[src/agd_pkg.sv]
// Package for the accelerometer gesture detector: beat structs, face codes,
// configuration register indexes and reset values.
// No dependencies.
package agd_pkg;

    localparam int CFG_IDX_W  = 3;
    localparam int CFG_DATA_W = 16;

    // One g in units of 1/4096 g.
    localparam logic signed [16:0] ONE_G = 17'sd4096;

    typedef enum logic [2:0] {
        ORIENT_TOP    = 3'd0,
        ORIENT_BOTTOM = 3'd1,
        ORIENT_FRONT  = 3'd2,
        ORIENT_BACK   = 3'd3,
        ORIENT_RIGHT  = 3'd4,
        ORIENT_LEFT   = 3'd5,
        ORIENT_NONE   = 3'd6
    } t_face;

    typedef enum logic [CFG_IDX_W-1:0] {
        CFG_SHAKE_THRESHOLD   = 3'd0,
        CFG_SHAKE_DURATION_MS = 3'd1,
        CFG_TAP_THRESHOLD     = 3'd2,
        CFG_TAP_COOLDOWN_MS   = 3'd3,
        CFG_FACE_THRESHOLD    = 3'd4,
        CFG_FACE_STABLE_MS    = 3'd5
    } t_cfg_idx;

    localparam logic [15:0] RST_SHAKE_THRESHOLD   = 16'd6144;
    localparam logic [15:0] RST_SHAKE_DURATION_MS = 16'd500;
    localparam logic [14:0] RST_TAP_THRESHOLD     = 15'd2048;
    localparam logic [15:0] RST_TAP_COOLDOWN_MS   = 16'd300;
    localparam logic [14:0] RST_FACE_THRESHOLD    = 15'd3277;
    localparam logic [15:0] RST_FACE_STABLE_MS    = 16'd1000;

    typedef struct packed {
        logic signed [15:0] accel_x;
        logic signed [15:0] accel_y;
        logic signed [15:0] accel_z;
        logic        [31:0] time_ms;
    } t_in_item;

    typedef struct packed {
        logic       shake_seen;
        logic       tap_seen;
        logic [2:0] new_face;
    } t_out_item;

endpackage

[src/accel_gesture_detector.sv]
// Top level of the accelerometer gesture detector: shake, tap and up-face
// detection on one sample per beat. Depends on agd_pkg.
//
// Usage:
//   Samples enter on the input channel (i_in_valid / o_in_ready, payload
//   i_in_item: x, y, z in 1/4096 g and a millisecond timestamp). Every
//   sample yields exactly one result beat on the output channel
//   (o_out_valid / i_out_ready, payload o_out_item: shake_seen, tap_seen,
//   new_face, where new_face is ORIENT_NONE when no face change is reported).
//   An accepted sample is registered with the squares of x and y; the
//   detectors are then evaluated against the state and load the result
//   register, which drives o_out_valid. Throughput is one sample per cycle
//   while the receiver does not stall; it is set by the single evaluation
//   stage, which reads and updates the detector state in the same cycle.
//   When the receiver stalls, the result register holds its beat, the
//   input register keeps one more sample, and o_in_ready then drops.
//   Configuration writes (i_cfg_valid / o_cfg_ready, index and data) are
//   always taken and must be made while the block is idle; unknown
//   indexes are ignored. Reset restores the default configuration, clears
//   the shake and tap state and sets the reported face to top.
module accel_gesture_detector (
    input  logic                               i_clk,
    input  logic                               i_rst_n,
    input  logic                               i_in_valid,
    output logic                               o_in_ready,
    input  agd_pkg::t_in_item                  i_in_item,
    output logic                               o_out_valid,
    input  logic                               i_out_ready,
    output agd_pkg::t_out_item                 o_out_item,
    input  logic                               i_cfg_valid,
    output logic                               o_cfg_ready,
    input  logic [agd_pkg::CFG_IDX_W-1:0]      i_cfg_index,
    input  logic [agd_pkg::CFG_DATA_W-1:0]     i_cfg_data
);

    // Configuration registers. The shake threshold is only ever used squared,
    // so the square is stored when the threshold is written.
    logic [31:0] r_lim2;
    logic [15:0] r_shake_dur;
    logic [14:0] r_tap_thr;
    logic [15:0] r_tap_cool;
    logic [14:0] r_face_thr;
    logic [15:0] r_face_stable;

    // Input stage.
    logic              r_in_valid;
    agd_pkg::t_in_item r_in;
    logic [30:0]       r_sq_x;
    logic [30:0]       r_sq_y;

    // Detector state.
    logic          r_shake_active;
    logic [31:0]   r_shake_begin;
    logic [31:0]   r_last_tap;
    agd_pkg::t_face r_reported_face;
    agd_pkg::t_face r_pending_face;
    logic [31:0]   r_pending_since;

    // Output stage.
    logic               r_out_valid;
    agd_pkg::t_out_item r_out;

    logic               w_advance;
    logic signed [31:0] w_x_ext;
    logic signed [31:0] w_y_ext;
    logic signed [31:0] w_sq_x_full;
    logic signed [31:0] w_sq_y_full;

    logic [31:0] w_mag2;
    logic        w_above;
    logic [31:0] w_shake_elapsed;
    logic [31:0] w_tap_elapsed;
    logic [31:0] w_face_elapsed;
    logic signed [16:0] w_z_dev;
    logic [16:0] w_z_abs;
    logic signed [16:0] w_x17;
    logic signed [16:0] w_y17;
    logic signed [16:0] w_z17;
    logic signed [16:0] w_th;
    logic signed [16:0] w_th_neg;
    agd_pkg::t_face w_cur_face;

    logic           n_shake_active;
    logic [31:0]    n_shake_begin;
    logic [31:0]    n_last_tap;
    agd_pkg::t_face n_reported_face;
    agd_pkg::t_face n_pending_face;
    logic [31:0]    n_pending_since;
    agd_pkg::t_out_item n_out;

    assign w_advance   = r_in_valid && (!r_out_valid || i_out_ready);
    assign o_in_ready  = !r_in_valid || w_advance;
    assign o_out_valid = r_out_valid;
    assign o_out_item  = r_out;
    assign o_cfg_ready = 1'b1;

    // Squares are formed as the sample enters the input register.
    assign w_x_ext     = 32'(i_in_item.accel_x);
    assign w_y_ext     = 32'(i_in_item.accel_y);
    assign w_sq_x_full = w_x_ext * w_x_ext;
    assign w_sq_y_full = w_y_ext * w_y_ext;

    assign w_mag2  = {1'b0, r_sq_x} + {1'b0, r_sq_y};
    assign w_above = w_mag2 > r_lim2;

    assign w_shake_elapsed = r_in.time_ms - r_shake_begin;
    assign w_tap_elapsed   = r_in.time_ms - r_last_tap;
    assign w_face_elapsed  = r_in.time_ms - r_pending_since;

    assign w_x17    = 17'(r_in.accel_x);
    assign w_y17    = 17'(r_in.accel_y);
    assign w_z17    = 17'(r_in.accel_z);
    assign w_th     = $signed({2'b00, r_face_thr});
    assign w_th_neg = -w_th;
    assign w_z_dev  = w_z17 - agd_pkg::ONE_G;
    assign w_z_abs  = w_z_dev[16] ? 17'(-w_z_dev) : w_z_dev;

    always_comb begin
        if (w_z17 > w_th) begin
            w_cur_face = agd_pkg::ORIENT_TOP;
        end else if (w_z17 < w_th_neg) begin
            w_cur_face = agd_pkg::ORIENT_BOTTOM;
        end else if (w_x17 > w_th) begin
            w_cur_face = agd_pkg::ORIENT_FRONT;
        end else if (w_x17 < w_th_neg) begin
            w_cur_face = agd_pkg::ORIENT_BACK;
        end else if (w_y17 > w_th) begin
            w_cur_face = agd_pkg::ORIENT_RIGHT;
        end else if (w_y17 < w_th_neg) begin
            w_cur_face = agd_pkg::ORIENT_LEFT;
        end else begin
            w_cur_face = agd_pkg::ORIENT_TOP;
        end
    end

    always_comb begin
        n_shake_active  = r_shake_active;
        n_shake_begin   = r_shake_begin;
        n_last_tap      = r_last_tap;
        n_reported_face = r_reported_face;
        n_pending_face  = r_pending_face;
        n_pending_since = r_pending_since;
        n_out.shake_seen = 1'b0;
        n_out.tap_seen   = 1'b0;
        n_out.new_face   = agd_pkg::ORIENT_NONE;

        if (!r_shake_active) begin
            if (w_above) begin
                n_shake_begin  = r_in.time_ms;
                n_shake_active = 1'b1;
            end
        end else if (w_above) begin
            if (w_shake_elapsed > {16'd0, r_shake_dur}) begin
                n_shake_active   = 1'b0;
                n_out.shake_seen = 1'b1;
            end
        end else begin
            n_shake_active = 1'b0;
        end

        if (w_z_abs > {2'b00, r_tap_thr} && w_tap_elapsed > {16'd0, r_tap_cool}) begin
            n_last_tap     = r_in.time_ms;
            n_out.tap_seen = 1'b1;
        end

        // A face different from the reported one must persist before it is reported.
        if (w_cur_face != r_reported_face) begin
            if (w_cur_face != r_pending_face) begin
                n_pending_face  = w_cur_face;
                n_pending_since = r_in.time_ms;
            end else if (w_face_elapsed >= {16'd0, r_face_stable}) begin
                n_reported_face = w_cur_face;
                n_out.new_face  = w_cur_face;
            end
        end else begin
            n_pending_face  = w_cur_face;
            n_pending_since = r_in.time_ms;
        end
    end

    always_ff @(posedge i_clk) begin
        if (!i_rst_n) begin
            r_lim2        <= 32'(agd_pkg::RST_SHAKE_THRESHOLD)
                             * 32'(agd_pkg::RST_SHAKE_THRESHOLD);
            r_shake_dur   <= agd_pkg::RST_SHAKE_DURATION_MS;
            r_tap_thr     <= agd_pkg::RST_TAP_THRESHOLD;
            r_tap_cool    <= agd_pkg::RST_TAP_COOLDOWN_MS;
            r_face_thr    <= agd_pkg::RST_FACE_THRESHOLD;
            r_face_stable <= agd_pkg::RST_FACE_STABLE_MS;
        end else if (i_cfg_valid) begin
            case (agd_pkg::t_cfg_idx'(i_cfg_index))
                agd_pkg::CFG_SHAKE_THRESHOLD:
                    r_lim2 <= {16'd0, i_cfg_data} * {16'd0, i_cfg_data};
                agd_pkg::CFG_SHAKE_DURATION_MS: r_shake_dur   <= i_cfg_data;
                agd_pkg::CFG_TAP_THRESHOLD:     r_tap_thr     <= i_cfg_data[14:0];
                agd_pkg::CFG_TAP_COOLDOWN_MS:   r_tap_cool    <= i_cfg_data;
                agd_pkg::CFG_FACE_THRESHOLD:    r_face_thr    <= i_cfg_data[14:0];
                agd_pkg::CFG_FACE_STABLE_MS:    r_face_stable <= i_cfg_data;
                default: ;
            endcase
        end
    end

    always_ff @(posedge i_clk) begin
        if (!i_rst_n) begin
            r_in_valid <= 1'b0;
        end else if (o_in_ready) begin
            r_in_valid <= i_in_valid;
        end
    end

    always_ff @(posedge i_clk) begin
        if (i_in_valid && o_in_ready) begin
            r_in   <= i_in_item;
            r_sq_x <= w_sq_x_full[30:0];
            r_sq_y <= w_sq_y_full[30:0];
        end
    end

    always_ff @(posedge i_clk) begin
        if (!i_rst_n) begin
            r_shake_active  <= 1'b0;
            r_shake_begin   <= '0;
            r_last_tap      <= '0;
            r_reported_face <= agd_pkg::ORIENT_TOP;
            r_pending_face  <= agd_pkg::ORIENT_TOP;
            r_pending_since <= '0;
            r_out_valid     <= 1'b0;
        end else if (w_advance) begin
            r_shake_active  <= n_shake_active;
            r_shake_begin   <= n_shake_begin;
            r_last_tap      <= n_last_tap;
            r_reported_face <= n_reported_face;
            r_pending_face  <= n_pending_face;
            r_pending_since <= n_pending_since;
            r_out_valid     <= 1'b1;
        end else if (i_out_ready) begin
            r_out_valid <= 1'b0;
        end
    end

    always_ff @(posedge i_clk) begin
        if (w_advance) begin
            r_out <= n_out;
        end
    end

endmodule
[config.mk]
export PLATFORM = sky130hd
export DESIGN_NAME = accel_gesture_detector
export DESIGN_NICKNAME = d
export VERILOG_FILES = /design/src/agd_pkg.sv /design/src/accel_gesture_detector.sv
export SDC_FILE = /design/constraint.sdc
export NUM_CORES = 2
export LEC_CHECK = 0
export BUFFER_PORTS_ARGS = -buffer_cell sky130_fd_sc_hd__buf_2
export CORE_MARGIN = 2
export CORE_UTILIZATION = 55
export CTS_CLUSTER_DIAMETER = 40
export CTS_CLUSTER_SIZE = 20
export DETAILED_ROUTE_END_ITERATION = 16
export GPL_ROUTABILITY_DRIVEN = 0
export HOLD_SLACK_MARGIN = 0.15
export PLACE_DENSITY = 0.85
export SLEW_MARGIN = 20
export SYNTH_ARGS = -nofsm -noshare
export SYNTH_HDL_FRONTEND = slang
export SYNTH_SLANG_ARGS = --single-unit
[constraint.sdc]
create_clock -name i_clk -period 6.5 [get_ports i_clk]
set_input_delay 0.65 -clock i_clk [delete_from_list [all_inputs] [get_ports i_clk]]
set_output_delay 0.65 -clock i_clk [all_outputs]
set_load 0.03 [all_outputs]
# After elaboration in Yosys (flattened, before gate mapping)
# Index checks and enable logic that the tools add are counted.
# W data, S select, Z words.
dict set report totals {
  out_inout_bits 8
  elab_cells 96
  ff_bits 362
  in_bits 104
}
dict set report op_classes {
  n_bitwise 4
  n_addsub 7
  n_eq_ne 8
  n_reduce_logical 21
  n_mux 19
  multipliers 3
  magnitude_cmp 11
}
# operator count
set op_table {}
lappend op_table {{$sub A32 B32 Y32} 3}
lappend op_table {{$gt A32 B16 Y1} 2}
lappend op_table {{$mux W32} 2}
lappend op_table {{$mul A16 B16 Y31} 2}
lappend op_table {{$lt A16 B17 Y1} 3}
lappend op_table {{$gt A16 B16 Y1} 3}
lappend op_table {{$add A31 B31 Y32} 1}
lappend op_table {{$ge A32 B16 Y1} 1}
lappend op_table {{$gt A32 B32 Y1} 1}
lappend op_table {{$mul A16 B16 Y32} 1}
lappend op_table {{$mux W3} 8}
lappend op_table {{$reduce_and A2 Y1} 9}
lappend op_table {{$gt A17 B15 Y1} 1}
lappend op_table {{$mux W17} 1}
lappend op_table {{$neg A15 Y17} 1}
lappend op_table {{$neg A17 Y17} 1}
lappend op_table {{$sub A16 B14 Y17 const B} 1}
lappend op_table {{$mux W1} 8}
lappend op_table {{$eq A3 B2 Y1 const B} 2}
lappend op_table {{$eq A3 B3 Y1 const B} 2}
lappend op_table {{$ne A3 B3 Y1} 2}
lappend op_table {{$not A1 Y1} 4}
lappend op_table {{$reduce_and A4 Y1} 1}
lappend op_table {{$eq A3 B1 Y1 const B} 1}
lappend op_table {{other kinds (8)} 12}

# Logic depth before layout (Yosys ltp)
dict set report depth {
  word_depth 11
  mapped_depth 27
  mapped_depth_nobuf 26
}

# Worst setup path before layout
# OpenSTA, ideal clock, no wires.
dict set report synth_timing {
  kind {input port to flip-flop}
  from {input port i_in_item[63] (netlist bit)}
  to {register r_sq_y[29], data pin}
  arrival_time_ps 6606
  setup_ps 258
  path_stages 24
  t_required_ps 6242
  n_path_buf 2
  path_slack_ps -364
  path_cell_list {clkbuf_1 -> inv_1 -> clkbuf_1 -> nor2_1 -> fa_1 -> inv_1 -> fa_1 -> inv_1 -> fa_1 -> fa_1 -> fa_1 -> inv_1 -> fa_1 -> inv_1 -> ha_1 -> o21ai_0 -> nand2b_1 -> a21o_1 -> a21o_1 -> a2111oi_0 -> a211oi_1 -> a21o_1 -> a21oi_1 -> xnor2_1}
}
dict set report synth_between {
  elab_chain_len 1
}
# item line_no
set synth_lines {}
lappend synth_lines {{start: declaration} accel_gesture_detector.sv:26} ;# input agd_pkg::t_in_item i_in_item,
lappend synth_lines {{$mul A16 B16 Y31} accel_gesture_detector.sv:101} ;# assign w_sq_y_full = w_y_ext * w_y_ext;
lappend synth_lines {{via w_sq_y_full[29]} accel_gesture_detector.sv:67} ;# logic signed [31:0] w_sq_y_full;
lappend synth_lines {{end signal: assignment} accel_gesture_detector.sv:216} ;# r_sq_y <= w_sq_y_full[30:0];
lappend synth_lines {{end: declaration} accel_gesture_detector.sv:49} ;# logic [30:0] r_sq_y;
# The timed path passes the listed nets, and every way through them passes these cells.
# A chain may end at the register's enable or synchronous reset.

# Final worst setup path
dict set report layout_timing {
  from {register r_sq_x[3]}
  to {register r_shake_begin[5]}
}
dict set report layout_between {
  elab_chain_len 3
}
# item line_no
set layout_lines {}
lappend layout_lines {{start: declaration} accel_gesture_detector.sv:48} ;# logic [30:0] r_sq_x;
lappend layout_lines {{start signal: assignment} accel_gesture_detector.sv:215} ;# r_sq_x <= w_sq_x_full[30:0];
lappend layout_lines {{$add A31 B31 Y32} accel_gesture_detector.sv:103} ;# assign w_mag2 = {1'b0, r_sq_x} + {1'b0, r_sq_y};
lappend layout_lines {{$gt A32 B32 Y1} accel_gesture_detector.sv:104} ;# assign w_above = w_mag2 > r_lim2;
lappend layout_lines {{$reduce_and A3 Y1 (no line)} --}
lappend layout_lines {{end signal: assignment} accel_gesture_detector.sv:231} ;# r_shake_begin <= n_shake_begin;
lappend layout_lines {{end: declaration} accel_gesture_detector.sv:53} ;# logic [31:0] r_shake_begin;
# No other way between the ends.

==> metrics.log <==
[metrics] outcome: complete, no violations
[metrics] proportion of synthesized flip-flops having asynchronous set or reset: 0%
[metrics] worst setup path class: flop to flop
[metrics] Worst Setup Slack, final: between 0.2 and 0.25 ns
[metrics] placeable core region: just under 90000 µm²
[metrics] signal arrival time at the worst endpoint: between 6 and 7 ns
[metrics] number of distinct library cells after synthesis: 98
[metrics] Post-Layout Cell Count: roughly 7000
[metrics] Initial Utilization: between 50% and 60%
[metrics] count of flip-flops with a built-in enable after synthesis: about 140
[metrics] DRC errors left: 0
[metrics] TritonCTS buffer count: 60
[metrics] endpoint required time on the critical path: ~7.0 ns
[metrics] count of final max-slew check failures: 0
[metrics] number of violations reported at the end of detailed-routing iteration 0: 3662
[metrics] most numerous cell in the Yosys netlist: inv_1
[metrics] final-stage net count: about 7000
[metrics] net count after synthesis: slightly below 7000
[metrics] Crit Reg-Reg Startpoint: r_sq_x[3]$_DFFE_PP_
[metrics] post-CTS setup buffer count: 0
[metrics] area share of the largest cell type after synthesis: about a quarter
[metrics] number of cells on the worst reg-to-reg path: 24
[metrics] number of H-tree branching levels: 2
[metrics] total number of vias: approximately 40000
[metrics] pin count of the biggest net entering global routing: 89
[metrics] sum of net half-perimeters after detailed placement: 103000 µm
[metrics] Final Critical Period: between 6 and 7 ns
[metrics] clock network latency to the later pin of the worst-skew pair: 0.65 ns
[metrics] Die Footprint: 90800 µm²
[metrics] post-route ant nets: 0
[metrics] worst min-delay path startpoint: i_in_item[8]
[metrics] root buffer cell: clkbuf_16
[metrics] setup TNS after final layout: 0 ns
[metrics] number of failing setup endpoints in the final timing report: 0
[metrics] site row count: 109
[metrics] overflow left after global routing: 0
[metrics] Max Buffers Root-to-Sink: 3
[metrics] dominant cell type by area after synthesis: fa_1
[metrics] final critical-path share of the clock period: between 90% and 100%
[metrics] total standard cell area after synthesis: just under 50000 µm²
[metrics] GRT Overall Usage: between 20% and 30%
[metrics] WL final: 128000 µm
[metrics] TritonCTS clock tree: built
[metrics] class of the most critical hold timing path: primary input to flop
[metrics] type of origin of the critical path: flop
[metrics] Hold Path Cell Cnt: 1
[metrics] x dimension of the die: roughly 300 µm
[metrics] number of antenna violations at the first check in global routing: 2
[metrics] proportion of synthesized chip area in sequential cells: between 10% and 20%
[metrics] number of clock sinks: approximately 360
[metrics] clock slew at reported path FFs: ~0.06 ns
[metrics] capture point of the worst reg-to-reg path: r_shake_begin[5]$_SDFFE_PN0P_
[metrics] Placed Cells incl. Taps: just under 7000
[metrics] Max FO, Critical Path: 33
[metrics] type of destination of the critical path: flop
[metrics] Worst Max-Slew Pin Slew: around 1.0 ns
[metrics] # IOs: between 100 and 150
[metrics] timing-limited maximum frequency: 0.159 GHz
[metrics] R2R Setup Slk: 0.21 ns
[metrics] Hold Path Sink: r_in[8]$_DFFE_PP_
[metrics] count of TritonRoute iterations in the first routing pass: 9
[metrics] total number of yosys warnings: 0
[metrics] Syn-to-layout area delta: 11.5%
[metrics] maximum clock skew at final layout: 0.0447 ns
[metrics] proportion of layout cells with a drive suffix above 1: a little over 9%
[metrics] max-cap violations: 0
[metrics] top flip-flop cell by instance count after synthesis: dfxtp_1
[metrics] Relative slew margins: between 30 and 40%
[metrics] final hold violation count: 0
[metrics] vias per cell: between 5 and 6
[metrics] cell area after layout: between 50000 and 60000 µm²
[metrics] Avg WL per Cell: between 15 and 20 µm
[metrics] number of synthesized register bits: 357
[metrics] die outline height: between 300 and 400 µm
[metrics] vias in the first global route: between 40000 and 50000
[metrics] ranking of synthesized cells by instance count: inv_1 (1123), fa_1 (624), nand2_1 (624), ha_1 (586), nor2_1 (305)
[metrics] leading cell types by total area after synthesis: fa_1 (26%), ha_1 (15%), edfxtp_1 (8.8%), dfxtp_1 (8.8%), inv_1 (8.7%)
[metrics] mean post-synth cell area: 8.86 µm²
[metrics] placed inst area: 51900 µm²
[metrics] Buffers on Ports: 110
[metrics] wire length of the first global-routing pass: approximately 210000 µm
[metrics] Cells after Synth: 5488
[metrics] placement-stage worst setup slack: -0.230 ns
==> cell usage in the layout, fill, tap and decap left out, types with 14 or more instances in the layout <==
cell       instances
or3_1             14
buf_4            237
fa_1             622
edfxtp_1         143
nand4_1           43
and3_1            38
nor3_1            62
nor2_1           304
a21oi_1          297
mux2i_1          108
nand3_1           76
buf_2            109
nand2_1          624
nand2b_1          33
xnor2_1          176
ha_1             586
o211ai_1          43
and2_1           104
a31oi_1           33
o21ai_0          119
dfxtp_1          214
or2_2             17
a21o_1            93
clkbuf_16         63
a211oi_1          32
inv_1           1121
xor2_1            55
o21bai_1          31
o21a_1            30
nor2b_1           54
==> state kept, by name (all words and copies together), names as in the netlist <==
register and flops:
r_last_tap 32, r_face_stable 16, r_sq_x 29, r_shake_active 1, r_pending_since 32, r_shake_dur 16
r_lim2 31, r_in_valid 1, r_tap_thr 15, r_shake_begin 32, o_out_valid 1, o_out_item 5
r_in 80, r_sq_y 29, r_face_thr 15, r_tap_cool 16, r_reported_face 3, r_pending_face 3
==> cells by family (layout without fill, tap and decap cells) <==
family          Yosys count  after routing  share of synthesized area, %
simple gates           1438           1438                          13.6
flops                   357            357                          17.6
mux                     112            112                          2.32
fa+ha+maj              1210           1210                          40.8
buf+inv                1294           1601                          10.2
xor+xnor                231            231                          4.16
other cells               1              3                       0.00771
compound gates          845            845                          11.2
==> worst max-delay path: stages, from the launching register on <==
cell and delay [ns]:
edfxtp_1 0.42, ha_1 0.35, a21o_1 0.21, a21oi_1 0.30
o21a_1 0.22, or4_1 0.15, a21oi_1 0.10, o21a_1 0.26
o41ai_4 0.39, a311oi_2 0.22, or3_1 0.40, a21oi_1 0.26
xnor2_1 0.17, ha_1 0.28, a21o_1 0.17, a21oi_1 0.15
o21ai_0 0.16, a2111oi_1 0.49, o31ai_1 0.18, o21ai_1 0.26
buf_4 0.22, or3_2 0.15, buf_12 0.23, mux2i_1 0.24
nor2_1 0.08
==> metal layers <==
metal | track usage [%] | wire length (µm)
met1 | 34.6 | 49100
met3 | 4.26 | 9850
met5 | 0 | 13
met4 | 14.3 | 6950
met2 | 49.2 | 62400
==> stage by stage <==
stage	hold slack (ns)	util, %
floorplan	0.432	-
global placement	0.441	59.0
detailed placement	0.448	59.0
CTS	0.150	61.6
global route	0.155	61.6
finish	0.182	61.6
==> what timing repair did <==
| action | 4_1_cts | 5_1_grt |
|---|---|---|
| setup endpoints to repair | 0 | 33 |
| hold buffers | 5 | 0 |
| resized for setup | 0 | 4 |
| endpoints found under the hold margin | 5 | 0 |
==> final cells by class <==
type | instances | area, µm²
antenna | 2 | 5.00
clock buffer | 67 | 1610
clock inverter | 47 | 622
fill | 6774 | 33800
inverter | 1127 | 4230
multi-input combinational | 3837 | 35100
sequential | 357 | 8580
tap | 1165 | 1460
timing repair buffer | 360 | 2550
==> worst max path at each step <==
stage                              startpoint                        endpoint  slack (ns)  depth (start not counted)
after floorplan                 i_in_item[52]            r_sq_y[29]$_DFFE_PP_       -0.02                         24
after global placement          i_cfg_data[3]         r_lim2[31]$_SDFFE_PN0P_       -0.06                         23
after detailed placement        i_in_item[58]            r_sq_y[25]$_DFFE_PP_       -0.23                         24
after CTS                 r_sq_x[3]$_DFFE_PP_  r_shake_begin[12]$_SDFFE_PN0P_        0.07                         24
after global routing      r_sq_x[3]$_DFFE_PP_  r_shake_begin[20]$_SDFFE_PN0P_       -0.02                         24
final                     r_sq_x[3]$_DFFE_PP_   r_shake_begin[5]$_SDFFE_PN0P_        0.21                         24
Power is not shown: default switching activity piles up to over one toggle a cycle in this logic, so the estimate is an artifact.
